## config.mk

```make
export PLATFORM = sky130hd
export DESIGN_NAME = ssvc_div
export DESIGN_NICKNAME = d
export VERILOG_FILES = /design/src/rtl/core/ssvc_pkg.sv /design/src/rtl/core/ssvc_div.sv
export SDC_FILE = /design/constraint.sdc
export NUM_CORES = 1
export LEC_CHECK = 0
export ABC_CLOCK_PERIOD_IN_PS = 4000
export BUFFER_PORTS_ARGS = -buffer_cell sky130_fd_sc_hd__buf_2
export CORE_MARGIN = 2
export CORE_UTILIZATION = 35
export DETAILED_ROUTE_END_ITERATION = 6
export GPL_ROUTABILITY_DRIVEN = 0
export PLACE_DENSITY = 0.57
export SYNTH_ARGS = -nofsm -noshare
export SYNTH_HDL_FRONTEND = slang
export SYNTH_SLANG_ARGS = --single-unit
```

## constraint.sdc

```tcl
create_clock -name clk -period 4 [get_ports clk]
set_input_delay 0.4 -clock clk [delete_from_list [all_inputs] [get_ports clk]]
set_output_delay 0.4 -clock clk [all_outputs]
set_load 0.01 [all_outputs]
```

## src/rtl/core/ssvc_pkg.sv

```systemverilog
`default_nettype none
package ssvc_pkg;

	localparam int W16       = 16;
	localparam int CFG_IDX_W = 3;
	localparam int LIM_W     = 15;
	localparam int MUL_A_W   = 46;
	localparam int MUL_B_W   = 16;
	localparam int PROD_W    = MUL_A_W + MUL_B_W + 1;
	localparam int DIV_N_W   = 32;
	localparam int DIV_D_W   = 16;

	localparam logic [W16-1:0]   RST_WHEEL_RADIUS = 16'd2048;
	localparam logic [W16-1:0]   RST_TRACK_WIDTH  = 16'd8192;
	localparam logic [W16-1:0]   RST_KP_LINEAR    = 16'd2560;
	localparam logic [W16-1:0]   RST_KD_LINEAR    = 16'd0;
	localparam logic [W16-1:0]   RST_KP_ANGULAR   = 16'd5120;
	localparam logic [W16-1:0]   RST_KD_ANGULAR   = 16'd0;
	localparam logic [W16-1:0]   RST_WHEEL_GAIN   = 16'd2560;
	localparam logic [LIM_W-1:0] RST_EFFORT_LIMIT = 15'd10240;

	// reference clamps, Q7.8
	localparam logic signed [W16-1:0] VREF_MAX = 16'sd2560;
	localparam logic signed [W16-1:0] VREF_MIN = -16'sd2560;
	localparam logic signed [W16-1:0] WREF_MAX = 16'sd256;
	localparam logic signed [W16-1:0] WREF_MIN = -16'sd256;

	typedef enum logic [CFG_IDX_W-1:0] {
		REG_WHEEL_RADIUS,
		REG_TRACK_WIDTH,
		REG_KP_LINEAR,
		REG_KD_LINEAR,
		REG_KP_ANGULAR,
		REG_KD_ANGULAR,
		REG_WHEEL_GAIN,
		REG_EFFORT_LIMIT
	} cfg_reg_t;

	typedef enum logic [4:0] {
		S_IDLE,
		S_VL,
		S_VR,
		S_LIN,
		S_DIV,
		S_DIVW,
		S_ERR,
		S_KDV,
		S_KPW,
		S_KDW,
		S_UW,
		S_H,
		S_D,
		S_E0,
		S_E1,
		S_E2,
		S_E3,
		S_E4,
		S_OUT
	} ssvc_state_t;

	typedef struct packed {
		logic signed [W16-1:0] speed_back_left;
		logic signed [W16-1:0] speed_front_left;
		logic signed [W16-1:0] speed_back_right;
		logic signed [W16-1:0] speed_front_right;
		logic signed [W16-1:0] linear_target;
		logic signed [W16-1:0] angular_target;
	} ssvc_in_t;

	typedef struct packed {
		logic signed [W16-1:0] effort_back_left;
		logic signed [W16-1:0] effort_front_left;
		logic signed [W16-1:0] effort_back_right;
		logic signed [W16-1:0] effort_front_right;
		logic signed [W16-1:0] body_linear_speed;
		logic signed [W16-1:0] body_angular_speed;
	} ssvc_out_t;

	typedef struct packed {
		logic busy;
		logic done;
	} div_stat_t;

endpackage
`default_nettype wire

```

## src/rtl/core/ssvc_div.sv

```systemverilog
`default_nettype none
module ssvc_div (
	input  logic                          clk,
	input  logic                          arst_n,
	input  logic                          start,
	input  logic [ssvc_pkg::DIV_N_W-1:0]  dividend,
	input  logic [ssvc_pkg::DIV_D_W-1:0]  divisor,
	output logic [ssvc_pkg::DIV_N_W-1:0]  quotient,
	output ssvc_pkg::div_stat_t           stat
);
	import ssvc_pkg::*;

	localparam int CNT_W = $clog2(DIV_N_W);
	localparam logic [CNT_W-1:0] CNT_LAST = CNT_W'(DIV_N_W - 1);

	logic [DIV_D_W-1:0] rem_q;
	logic [DIV_N_W-1:0] quo_q;
	logic [DIV_D_W-1:0] den_q;
	logic [CNT_W-1:0]   cnt_q;
	logic               busy_q;
	logic               done_q;

	logic [DIV_D_W:0]   shifted;
	logic [DIV_D_W+1:0] trial;

	assign shifted = {rem_q, quo_q[DIV_N_W-1]};
	assign trial   = {1'b0, shifted} - {2'b00, den_q};

	always_ff @(posedge clk or negedge arst_n) begin
		if (!arst_n) begin
			busy_q <= 1'b0;
			done_q <= 1'b0;
			cnt_q  <= '0;
		end else begin
			done_q <= 1'b0;
			if (start) begin
				busy_q <= 1'b1;
				cnt_q  <= '0;
			end else if (busy_q) begin
				cnt_q <= cnt_q + 1'b1;
				if (cnt_q == CNT_LAST) begin
					busy_q <= 1'b0;
					done_q <= 1'b1;
				end
			end
		end
	end

	always_ff @(posedge clk) begin
		if (start) begin
			rem_q <= '0;
			quo_q <= dividend;
			den_q <= divisor;
		end else if (busy_q) begin
			if (!trial[DIV_D_W+1]) begin
				rem_q <= trial[DIV_D_W-1:0];
				quo_q <= {quo_q[DIV_N_W-2:0], 1'b1};
			end else begin
				rem_q <= shifted[DIV_D_W-1:0];
				quo_q <= {quo_q[DIV_N_W-2:0], 1'b0};
			end
		end
	end

	assign quotient  = quo_q;
	assign stat.busy = busy_q;
	assign stat.done = done_q;

endmodule
`default_nettype wire

```

### Word-level counts from Yosys, hierarchy flattened

Cells that the tools add are included.

* flip-flop bits (word level): 71
* bits of input ports: 51
* output and inout port bits: 34
* logic and storage cells: 22

* add/sub/neg operators: 2
* equal/unequal tests: 1
* muxes and demuxes: 12
* reductions and logical operators: 1

Operators with widths (number)
* $mux W32: 2
* $sub A17 B16 Y18: 1
* $mux W16: 1
* $mux W5: 2
* $mux W1: 7
* $add A5 B1 Y5 const B: 1
* $eq A5 B5 Y1 const B: 1
* $reduce_bool A2 Y1: 1

### Logic depth before layout (Yosys ltp)

Gate-level depths: netlist (run 1).

* depth after elaboration: 4
* gate-level depth with buffers: 10
* depth with buffers taken out: 10

### Least setup slack after synthesis (run 1)

Ideal clock, no wire load.

* kind: flip-flop to flip-flop
* start point: register den_q[6]
* end point: register quo_q[0] (netlist: quotient[0]), data pin
* setup time: 0.260 ns
* arrival time: 2.102 ns
* data required time: 3.740 ns
* path slack: 1.638 ns
* stages on the path, launching flop included: 11
* path buffers: 2
* period minus slack after synthesis: 2.362 ns
* cell sequence: edfxtp_1 > inv_1 > ha_1 > buf_6 > a211oi_4 > o21bai_2 > nor2b_4 > o31ai_4 > buf_6 > nand2_1 > mux2_2

* cells in the longest elaborated chain, start to end: 4

RTL lines
* start, declared: line ssvc_div.sv:18 `logic [DIV_D_W-1:0] den_q;`
* start signal, assigned: line ssvc_div.sv:53 `den_q <= divisor;`
* $sub A17 B16 Y18: line ssvc_div.sv:27 `assign trial = {1'b0, shifted} - {2'b00, den_q};`
* $mux W1: line ssvc_div.sv:55 `if (!trial[DIV_D_W+1]) begin`
* $mux W32: line ssvc_div.sv:54 `end else if (busy_q) begin`
* $mux W32: line ssvc_div.sv:50 `if (start) begin`
* end signal, assigned: line ssvc_div.sv:52 `quo_q <= dividend;`
* end signal, assigned: line ssvc_div.sv:57 `quo_q <= {quo_q[DIV_N_W-2:0], 1'b1};`
* end signal, assigned: line ssvc_div.sv:60 `quo_q <= {quo_q[DIV_N_W-2:0], 1'b0};`
* end, declared: line ssvc_div.sv:17 `logic [DIV_N_W-1:0] quo_q;`

Every way passes these cells. The select of a mux whose other input is x is not followed.
A chain may end at the register's enable or synchronous reset.

### Worst setup path in the final report (run 1)

Ends and elaborated chain as after synthesis.

==> impl_metrics.yaml, run 1 <==
floorplan:
  design.die.area_um2: 12100
  row_count: 38
  initial_core_util_pct: 36.1
  die_height_um: 110
  placeable_core_area_um2: 10900
  boundaryPins: 85
  die_w_um: 110
power:
  power.share.clock_pct: 23.8
  static_leakage_uw: 0.00204
  power.share.sequential_pct: 37.9
  combinationalPowerShare_pct: 38.3
  switching_power_uw: 912
  vdd.ir_drop.worst_v: 0.000211
  power_density_nw_per_um2: 559
  p_int_uw: 1700
  swShare_pct: 34.9
critical_path:
  worst-path-max-fanout: 17
  cpMaxStageDelayCell: "sky130_fd_sc_hd__o31ai_4"
  data_required_time_of_the_worst_path_ns: 4.11
  critical_path.top_delay_family: "compound AO/OA/AOI/OAI gates"
  cell_breakdown_of_the_critical_path: "inv_1 > ha_1 > a211oi_4 > o21bai_2 > nor2b_4 > o31ai_4 > nand2_1 > mux2_2"
  timing.critical_path.arrival_ns: 2.91
  kind_of_start_point_of_the_critical_path: "register"
  criticalPathCategory: "register to register"
  worstSetupPathDepth: 8
  number_of_buffers_and_inverters_on_the_critical_path: 1
  max_stage_delay_ns: 0.75
  rr_worst_depth: 8
  timing.reg2reg.setup_slack_ns: 1.20
  critPathCaptureType: "register"
sta:
  final_max_slew_viol_count: 0
  layout_min_cycle_time_ns: 2.80
  clock_skew_after_layout_ns: 0.0116
  finalHoldViolations: 0
  finalHoldWorstSlack_ns: 0.220
  fmax_mhz: 357
  timing.setup.tns_ns: 0
  setup-violations-final: 0
  grt_setup_unrepaired: "false"
  layout_worst_path_cycle_share_pct: 70.1
  timing.slew.headroom_pct: 31.6
  worst-slew-pin-transition_ns: 1.03
clocking:
  tritoncts: "built"
  cts-buffers-inserted: 9
  numClockSinks: 71
  clockBufferDepth: 2
  cells_resized_by_post_cts_repair: 0
  worstSkewPairLatency_ns: 0.35
  clock_pin_slew_on_the_worst_setup_and_hold_paths_ns: 0.08
  cts-htree-levels: 3
  clock_tree.root_cell: "sky130_fd_sc_hd__clkbuf_8"
logic_synthesis:
  synth-main-ff-cell: "sky130_fd_sc_hd__edfxtp_1"
  syn-instance-count: 337
  syn-cell-area_um2: 3930
  synth_sequential_area_ratio_pct: 49.3
  synth_enable_flop_cells: 48
  yosys-mux-area-fraction_pct: 9.94
  ys.warnings.count: 0
  post_synth_num_cell_types: 57
  synthSimpleGateAreaFrac_pct: 10.1
  synth_top_family_by_area: "compound AO/OA/AOI/OAI gates"
  synth_xor_xnor_area_share_pct: 2.90
  synth-compound-area-share_pct: 16.8
  ys_seq_elements: 71
  proportion_of_synthesized_flip_flops_having_asynchronous_set_or_reset_pct: 9.86
  post_synth_fa_ha_maj_area_fraction_pct: 6.24
  mappedNetlistNets: 407
  syn-mean-instance-area_um2: 11.7
route:
  wl_met1_um: 3970
  detailroute.wirelength.met2_um: 4290
  detailed_route_drc_error_count: 0
  top_layer_used: "met4"
  vias_per_cell: 5.15
  finalWirelength_um: 8610
  post_drt_antenna_nets: 0
  drc_marker_count_from_the_first_detailed_route_iteration: 98
  detailedRoute.firstPassIterationCount: 4
  met3RoutedLength_um: 247
  total_via_count_in_the_routed_design: 2902
  routedWlPerCell_um: 15.3
min_path:
  hold_depth: 1
  worstHoldPathType: "input pin to register"
grt:
  maximum_number_of_pins_on_one_net_before_global_route_repair: 48
  grt_pass1_vias: 2832
  number_of_antenna_violations_at_the_first_check_in_global_routing: 0
  grt_remaining_overflow: 0
  track_usage_pct: 15.4
  grt_pass1_wl_um: 14300
cells_and_area:
  layout-area-overhead-vs-synth_pct: 19.1
  layout_common_cells: "sky130_fd_sc_hd__buf_2, sky130_fd_sc_hd__edfxtp_1, sky130_fd_sc_hd__mux2_2, sky130_fd_sc_hd__nor2_1, sky130_fd_sc_hd__inv_1"
  num-nets-final: 488
  layout.cells.most_common: "sky130_fd_sc_hd__buf_2"
  antenna_cells_inserted: 0
  filler_cell_count: 1043
  post_route_cells_drive_above_1_share_pct: 36.2
placement:
  port_buffers: 84
  dpl.hpwl_um: 6050
job:
  max_cap_violations: 0
outcome:
  result_of_the_run: "complete, no violations"
## registers in the layout, indices dropped and copies added, names as in the netlist
signal	cells
done_q	1
quotient	32
rem_q	16
den_q	16
busy_q	1
cnt_q	5
## worst paths after layout
| path | start | endpoint |
|---|---|---|
| setup / recovery | den_q[6] | quotient[0] |
| hold / removal | divisor[6] | den_q[6] |
| setup reg to reg | den_q[6] | quotient[0] |
| hold reg to reg | rem_q[12] | rem_q[13] |
| max in group asynchronous | arst_n | cnt_q[3] |
| min in group asynchronous | arst_n | cnt_q[0] |
## layer usage
metal  global-route usage [%]  up-vias
met5                        0        -
met4                     5.97        0
met3                     3.32        6
met2                     24.8       40
met1                     20.0     1431
li1                         -     1425
## area by class of cell
cell class	count	area (um2)	area share [%]
sequential	71	1940	41.4
multi-input combinational	225	1800	38.6
timing repair buffer	90	468	10.0
tap	140	175	3.75
clock buffer	10	128	2.73
clock inverter	6	85.1	1.82
inverter	21	78.8	1.69
## cell usage after synthesis, types with 3 or more instances
cell type | count | share of area [%]
sky130_fd_sc_hd__nor2_1 | 29 | 2.8
sky130_fd_sc_hd__ha_1 | 18 | 5.7
sky130_fd_sc_hd__a211oi_1 | 5 | 0.96
sky130_fd_sc_hd__buf_6 | 3 | 0.86
sky130_fd_sc_hd__a21oi_1 | 8 | 1.0
sky130_fd_sc_hd__mux2_2 | 32 | 9.2
sky130_fd_sc_hd__o21ai_0 | 5 | 0.64
sky130_fd_sc_hd__a311oi_1 | 4 | 0.89
sky130_fd_sc_hd__dfrtp_1 | 7 | 4.5
sky130_fd_sc_hd__a211o_1 | 5 | 1.1
sky130_fd_sc_hd__a311oi_2 | 6 | 2.3
sky130_fd_sc_hd__nand2b_1 | 3 | 0.48
sky130_fd_sc_hd__xnor2_1 | 6 | 1.3
sky130_fd_sc_hd__nor3_1 | 4 | 0.51
sky130_fd_sc_hd__a31oi_1 | 6 | 0.96
sky130_fd_sc_hd__a21o_1 | 11 | 2.1
sky130_fd_sc_hd__inv_1 | 21 | 2.0
sky130_fd_sc_hd__nand2_1 | 13 | 1.2
sky130_fd_sc_hd__edfxtp_1 | 48 | 37
sky130_fd_sc_hd__xor2_1 | 7 | 1.6
sky130_fd_sc_hd__o21ai_1 | 8 | 1.0
sky130_fd_sc_hd__nand4_1 | 3 | 0.48
sky130_fd_sc_hd__nand3_1 | 12 | 1.5
sky130_fd_sc_hd__clkbuf_1 | 6 | 0.57
sky130_fd_sc_hd__buf_1 | 7 | 0.67
sky130_fd_sc_hd__dfxtp_1 | 16 | 8.2
sky130_fd_sc_hd__mux2i_1 | 3 | 0.76
sky130_fd_sc_hd__nor3b_1 | 4 | 0.76
## stage by stage
stage	area, um2	utilization, %	power (uW)	cells	setup WS [ns]
5_1_grt	4680	42.9	2780	563	1.05
4_1_cts	4680	42.9	2630	563	1.19
3_3_place_gp	4450	40.9	1980	546	1.25
2_1_floorplan	3930	-	1740	337	1.64
3_5_place_dp	4450	40.9	2000	546	1.19
6_report	4680	42.9	2610	563	1.20
## power by group through the flow
stage	registers, uW	logic, uW	clock network [uW]
finish	992	1000	622
CTS	992	996	646
global route	1010	1100	677
detailed placement	1010	990	0
global placement	1000	979	0
floorplan	1010	734	0
## cell families after synthesis
| kind of cell | count (synthesis) |
|---|---|
| simple gates | 80 |
| compound gates | 78 |
| flops | 71 |
| buf+inv | 41 |
| mux | 35 |
| fa+ha+maj | 19 |
| xor+xnor | 13 |
## what timing repair did
item,4_1_cts,5_1_grt
hold buffers,1,0
buffers inserted,0,0
endpoints found under the hold margin,7,0
No activity file was read; power rests on OpenSTA's default activity.
==> run 2, diff against run 1 <==
--- a/config.mk
+++ b/config.mk
@@ -5,7 +5,8 @@
 export SDC_FILE = /design/constraint.sdc
 export NUM_CORES = 1
 export LEC_CHECK = 0
-export ABC_CLOCK_PERIOD_IN_PS = 4000
+export ABC_AREA = 1
+export ABC_CLOCK_PERIOD_IN_PS = 2600
 export BUFFER_PORTS_ARGS = -buffer_cell sky130_fd_sc_hd__buf_2
 export CORE_MARGIN = 2
 export CORE_UTILIZATION = 35
==> constraint.sdc (replaced) <==
create_clock -name clk -period 2.6 [get_ports clk]
set_input_delay 0.26 -clock clk [delete_from_list [all_inputs] [get_ports clk]]
set_output_delay 0.26 -clock clk [all_outputs]
set_load 0.01 [all_outputs]
==> run 2 against run 1 <==
Net effect: clock skew shrank 0.0028 ns; register-to-register slack lost 0.87 ns; wire length grew 16%; worst setup slack lost 0.87 ns; synthesized area grew 2.8%; total power grew 61%; die area grew 2.7%; synthesized cell count grew 50%; global-route usage grew 1.7 points; flip-flop and latch count is the same; combinational power grew 56%; design area grew 4.4%; critical endpoint is now rem_q[6].
==> impl_metrics.yaml, run 2 <==
floorplan:
  placeable_core_area_um2: 11300
  design.die.area_um2: 12400
  die_height_um: 111
  row_count: 39
  initial_core_util_pct: 35.7
  boundaryPins: 85
  die_w_um: 111
critical_path:
  criticalPathCategory: "register to register"
  worst-path-max-fanout: 4
  timing.reg2reg.setup_slack_ns: 0.33
  data_required_time_of_the_worst_path_ns: 2.83
  rr_worst_depth: 12
  r2r-start: "quotient[31]"
  kind_of_start_point_of_the_critical_path: "register"
  r2r-end: "rem_q[6]"
  timing.critical_path.arrival_ns: 2.51
  critPathCaptureType: "register"
power:
  p_int_uw: 2640
  switching_power_uw: 1560
  power.share.clock_pct: 27.1
  swShare_pct: 37.2
  power.share.sequential_pct: 35.8
  combinationalPowerShare_pct: 37.1
  vdd.ir_drop.worst_v: 0.000405
  power_density_nw_per_um2: 861
  static_leakage_uw: 0.00258
logic_synthesis:
  synth_enable_flop_cells: 48
  syn-cell-area_um2: 4040
  post-synth-top-count-cell: "sky130_fd_sc_hd__nand2_1"
  ys.warnings.count: 0
  synth_top_area_share_pct: 35.7
  proportion_of_synthesized_flip_flops_having_asynchronous_set_or_reset_pct: 9.86
  ys_seq_elements: 71
  synth_sequential_area_ratio_pct: 48.0
  syn-instance-count: 504
  ys_top_cells_by_area: "sky130_fd_sc_hd__edfxtp_1, sky130_fd_sc_hd__nand2_1, sky130_fd_sc_hd__dfxtp_1, sky130_fd_sc_hd__inv_1, sky130_fd_sc_hd__ha_1"
  mappedNetlistNets: 574
  most_frequent_cells_after_synthesis: "sky130_fd_sc_hd__nand2_1, sky130_fd_sc_hd__inv_1, sky130_fd_sc_hd__edfxtp_1"
  post_synth_num_cell_types: 35
  synth-main-ff-cell: "sky130_fd_sc_hd__edfxtp_1"
  synthDominantAreaCellType: "sky130_fd_sc_hd__edfxtp_1"
  syn-mean-instance-area_um2: 8.01
grt:
  track_usage_pct: 17.0
  maximum_number_of_pins_on_one_net_before_global_route_repair: 52
  grt_pass1_vias: 3509
  number_of_antenna_violations_at_the_first_check_in_global_routing: 0
  grt_remaining_overflow: 0
  grt_pass1_wl_um: 16800
clocking:
  clock_pin_slew_on_the_worst_setup_and_hold_paths_ns: 0.06
  cts-buffers-inserted: 9
  tritoncts: "built"
  clock_tree.root_cell: "sky130_fd_sc_hd__clkbuf_16"
  cells_resized_by_post_cts_repair: 0
  clockBufferDepth: 2
  cts-htree-levels: 3
  worstSkewPairLatency_ns: 0.34
  numClockSinks: 71
min_path:
  hold_depth: 1
  min_from: "divisor[0]"
  worstHoldPathType: "input pin to register"
  min_delay_worst_endpoint: "den_q[0]"
placement:
  dpl.hpwl_um: 7310
  preCtsSetupSlack_ns: 0.351
  port_buffers: 84
route:
  finalWirelength_um: 9950
  routedWlPerCell_um: 13.4
  vias_per_cell: 4.73
  drc_marker_count_from_the_first_detailed_route_iteration: 203
  total_via_count_in_the_routed_design: 3498
  detailedRoute.firstPassIterationCount: 4
  detailed_route_drc_error_count: 0
  post_drt_antenna_nets: 0
cells_and_area:
  postLayoutCoreUtil_pct: 43.1
  largest_register_ff_count: 32
  layout_common_cells: "sky130_fd_sc_hd__nand2_1, sky130_fd_sc_hd__buf_2, sky130_fd_sc_hd__inv_1, sky130_fd_sc_hd__edfxtp_1, sky130_fd_sc_hd__nand3_1"
  num-nets-final: 662
  antenna_cells_inserted: 0
  post_route_cells_drive_above_1_share_pct: 20.3
  layout-area-overhead-vs-synth_pct: 21.0
  layout.cells.most_common: "sky130_fd_sc_hd__nand2_1"
sta:
  layout_worst_path_cycle_share_pct: 87.4
  grt_setup_unrepaired: "false"
  worst-slew-pin-transition_ns: 0.610
  final_max_slew_viol_count: 0
  layout_min_cycle_time_ns: 2.27
  fmax_mhz: 440
  setup-violations-final: 0
  timing.slew.headroom_pct: 59.3
  layout_setup_ws_ns: 0.328
  clock_skew_after_layout_ns: 0.00880
  finalHoldViolations: 0
  timing.setup.tns_ns: 0
outcome:
  result_of_the_run: "complete, no violations"
job:
  max_cap_violations: 0
==> run 2: changes by cell type after synthesis, sizes merged, moves of 5 or more <==
cell / change
mux2: -32
nand3: +32
nand2: +200
a211o: -5
nor2: -13
a21oi: +5
a311oi: -10
xor2: -5
a21o: -11
a211oi: -7
nand3b: +5
inv: +52
buf: -7
a31oi: -5
==> run 2: layout make-up <==
type	instances	area [um2]
inverters	74	278
fillers	1156	6440
clock inverters	6	36.3
well taps	143	179
clock buffers	10	239
multi-input cells	345	1730
repair buffers	91	488
flip-flops and latches	71	1940
==> run 2: power groups by stage <==
| stage | combinational, uW | clock, uW | sequential [uW] |
|---|---|---|---|
| global placement | 1530 | 0 | 1530 |
| global route | 1770 | 1220 | 1530 |
| CTS | 1550 | 1170 | 1510 |
| floorplan | 1180 | 0 | 1520 |
| finish | 1560 | 1140 | 1510 |
| detailed placement | 1540 | 0 | 1530 |
==> run 2: critical path: stages (launching register included) <==
cell	delay [ns]
sky130_fd_sc_hd__edfxtp_1	0.42
sky130_fd_sc_hd__inv_1	0.10
sky130_fd_sc_hd__ha_1	0.14
sky130_fd_sc_hd__inv_1	0.10
sky130_fd_sc_hd__fa_1	0.45
sky130_fd_sc_hd__nand3_1	0.11
sky130_fd_sc_hd__nand3_1	0.17
sky130_fd_sc_hd__nand2_1	0.11
sky130_fd_sc_hd__nand2_1	0.10
sky130_fd_sc_hd__xnor2_1	0.24
sky130_fd_sc_hd__nand2_1	0.09
sky130_fd_sc_hd__nand3_1	0.08
sky130_fd_sc_hd__nand2_1	0.05
==> run 2: worst max-delay path by stage <==
stage,startpoint,to,slack (ns)
after global placement,quotient[31],rem_q[14],0.36
after floorplan,quotient[31],rem_q[8],0.68
after detailed placement,quotient[31],rem_q[14],0.35
after CTS,quotient[31],rem_q[14],0.33
final,quotient[31],rem_q[6],0.33
after global routing,quotient[31],rem_q[14],0.15
==> run 2: metrics by stage <==
stage	power [uW]	hold slack (ns)	cell area (um2)	std cells
global placement	3060	0.101	4600	723
detailed placement	3060	0.101	4600	723
CTS	4230	0.0808	4880	740
global route	4530	0.0785	4880	740
floorplan	2690	-0.0356	4040	504
finish	4210	0.0956	4880	740
==> run 2: cells by family (layout without fill, tap and decap cells) <==
family / count (synthesis) / after routing / synth area share, %
compound gates: 26 / 26 / 3.66
simple gates: 293 / 293 / 31.5
xor+xnor: 7 / 7 / 1.52
fa+ha+maj: 19 / 19 / 6.08
flops: 71 / 71 / 48.0
buf+inv: 88 / 181 / 9.24
==> run 2: metal layers <==
metal	wire [um]	track usage (%)	vias up	share of wire, %
met2	4300	26.5	120	43
met3	728	4.95	18	7.3
met5	0	0	-	0
met4	254	7.57	0	2.6
met1	4660	22.1	1586	47
li1	-	-	1774	-
==> run 2: what timing repair did <==
| item | CTS | global route |
|---|---|---|
| hold buffers | 1 | 0 |
| buffers inserted | 0 | 0 |
| endpoints found under the setup margin | 0 | 0 |
| hold endpoints to repair | 7 | 0 |
==> run 3, diff against run 2 <==
--- a/config.mk
+++ b/config.mk
@@ -12,6 +12,7 @@
 export CORE_UTILIZATION = 35
 export DETAILED_ROUTE_END_ITERATION = 6
 export GPL_ROUTABILITY_DRIVEN = 0
+export MAX_ROUTING_LAYER = met4
 export PLACE_DENSITY = 0.57
 export SYNTH_ARGS = -nofsm -noshare
 export SYNTH_HDL_FRONTEND = slang
==> run 3 against run 2 <==
Net effect: flip-flop and latch count did not move; non-clock buffer count unchanged; critical path type unchanged; total power hardly changed; utilization unchanged; largest power group unchanged; critical path depth is 2 higher; sequential share of layout area stayed put; design area did not move; first-iteration DRC count grew 7.9%; clock skew hardly changed; cell count unchanged.
==> impl_metrics.yaml, run 3 (synthesized netlist as in run 2, its figures left out) <==
floorplan:
  initial_core_util_pct: 35.7
  die_w_um: 111
  design.die.area_um2: 12400
  boundaryPins: 85
  placeable_core_area_um2: 11300
  die_height_um: 111
  row_count: 39
cells_and_area:
  post_route_cells_drive_above_1_share_pct: 20.3
  layout.cells.most_common: "sky130_fd_sc_hd__nand2_1"
  layout-area-overhead-vs-synth_pct: 21.0
  stdcell_area_um2: 4880
  largest_register_ff_count: 32
  num-nets-final: 662
  antenna_cells_inserted: 0
  postLayoutCoreUtil_pct: 43.1
  filler_cell_count: 1156
  layout_common_cells: "sky130_fd_sc_hd__nand2_1, sky130_fd_sc_hd__buf_2, sky130_fd_sc_hd__inv_1, sky130_fd_sc_hd__edfxtp_1, sky130_fd_sc_hd__nand3_1"
clocking:
  clock_pin_slew_on_the_worst_setup_and_hold_paths_ns: 0.06
  cts-htree-levels: 3
  worstSkewPairLatency_ns: 0.34
  tritoncts: "built"
  clock_tree.root_cell: "sky130_fd_sc_hd__clkbuf_16"
  cts-buffers-inserted: 9
  numClockSinks: 71
  clockBufferDepth: 2
  cells_resized_by_post_cts_repair: 0
grt:
  use_met2_pct: 26.7
  grt_pass1_wl_um: 16700
  grt.met1_usage_pct: 22.6
  groute.layer.met3.usage_pct: 3.86
  grt_pass1_vias: 3526
  grt_remaining_overflow: 0
  number_of_antenna_violations_at_the_first_check_in_global_routing: 0
  track_usage_pct: 17.5
  top_usage_layer: "met2"
  maximum_number_of_pins_on_one_net_before_global_route_repair: 52
power:
  p_int_uw: 2640
  combinationalPowerShare_pct: 37.0
  swShare_pct: 37.2
  power.share.sequential_pct: 35.8
  switching_power_uw: 1570
  static_leakage_uw: 0.00258
  total_power_uw: 4210
  vdd.ir_drop.worst_v: 0.000406
  power.share.clock_pct: 27.2
  power_density_nw_per_um2: 862
route:
  drc_marker_count_from_the_first_detailed_route_iteration: 219
  post_drt_antenna_nets: 0
  routedWlPerCell_um: 13.5
  finalWirelength_um: 10000
  detailed_route_drc_error_count: 0
  detailedRoute.firstPassIterationCount: 4
  total_via_count_in_the_routed_design: 3517
  vias_per_cell: 4.75
critical_path:
  worst-path-max-fanout: 4
  timing.critical_path.arrival_ns: 2.49
  critPathCaptureType: "register"
  criticalPathCategory: "register to register"
  data_required_time_of_the_worst_path_ns: 2.84
  kind_of_start_point_of_the_critical_path: "register"
sta:
  layout_min_cycle_time_ns: 2.25
  fmax_mhz: 444
  grt_setup_unrepaired: "false"
  final_max_slew_viol_count: 0
  timing.slew.headroom_pct: 59.5
  clock_skew_after_layout_ns: 0.00832
  worst-slew-pin-transition_ns: 0.608
  setup-violations-final: 0
  timing.setup.tns_ns: 0
  layout_worst_path_cycle_share_pct: 86.6
  finalHoldViolations: 0
min_path:
  worstHoldPathType: "input pin to register"
placement:
  port_buffers: 84
  dpl-instance-area_um2: 4600
  dpl.hpwl_um: 7310
job:
  max_cap_violations: 0
outcome:
  result_of_the_run: "complete, no violations"
## run 3: cell counts in the layout (fill, tap and decap cells not counted)
No cell type changed its count.
## run 3: cell type report
class / count / area (um2) / share of cell area, %
multi-input combinational: 345 / 1730 / 35.4
timing repair buffer: 91 / 488 / 9.99
clock buffer: 10 / 239 / 4.89
inverter: 74 / 278 / 5.69
tap: 143 / 179 / 3.66
clock inverter: 6 / 36.3 / 0.743
sequential: 71 / 1940 / 39.7
## run 3: worst paths after layout
check / start / end / slack, ns / cells past startpoint
max: quotient[31] / rem_q[14] / 0.35 / 14
min: divisor[0] / den_q[0] / 0.09 / 1
max reg2reg: quotient[31] / rem_q[14] / 0.35 / 14
min reg2reg: rem_q[11] / rem_q[11] / 0.48 / 2
max in group asynchronous: arst_n / busy_q / 2.17 / 2
min in group asynchronous: arst_n / done_q / 0.28 / 2
## run 3: critical path: stages, from the launching register on
cell and delay [ns]:
sky130_fd_sc_hd__edfxtp_1 0.42, sky130_fd_sc_hd__inv_1 0.10, sky130_fd_sc_hd__ha_1 0.14, sky130_fd_sc_hd__inv_1 0.09
sky130_fd_sc_hd__fa_1 0.45, sky130_fd_sc_hd__nand3_1 0.11, sky130_fd_sc_hd__nand3_1 0.17, sky130_fd_sc_hd__nand2_1 0.11
sky130_fd_sc_hd__nand2_1 0.10, sky130_fd_sc_hd__nand2_1 0.13, sky130_fd_sc_hd__nand2_1 0.07, sky130_fd_sc_hd__nand2_1 0.08
sky130_fd_sc_hd__nand3_2 0.05, sky130_fd_sc_hd__nand2_1 0.07, sky130_fd_sc_hd__nand2_1 0.04
## run 3: per-layer routing
metal / wire length (um) / vias up
met3: 521 / 18
met4: 251 / 0
met1: 4880 / 1611
met2: 4360 / 111
met5: 0 / -
li1: - / 1777
## run 3: metrics by stage
step,worst slack [ns],std cells,hold slack [ns]
2_1_floorplan,0.677,504,-0.0356
3_3_place_gp,0.359,723,0.101
3_5_place_dp,0.351,723,0.101
4_1_cts,0.335,740,0.0808
5_1_grt,0.136,740,0.0785
6_report,0.348,740,0.0949
## run 3: power groups by stage
stage          combinational [uW]  clock [uW]  sequential (uW)
2_1_floorplan                1180           0             1520
3_3_place_gp                 1530           0             1530
3_5_place_dp                 1540           0             1530
4_1_cts                      1550        1170             1510
5_1_grt                      1770        1220             1530
6_report                     1560        1140             1510
## run 3: what timing repair did
item	in CTS	in global routing
hold buffers	1	0
endpoints found under the hold margin	7	0
setup buffers	0	0
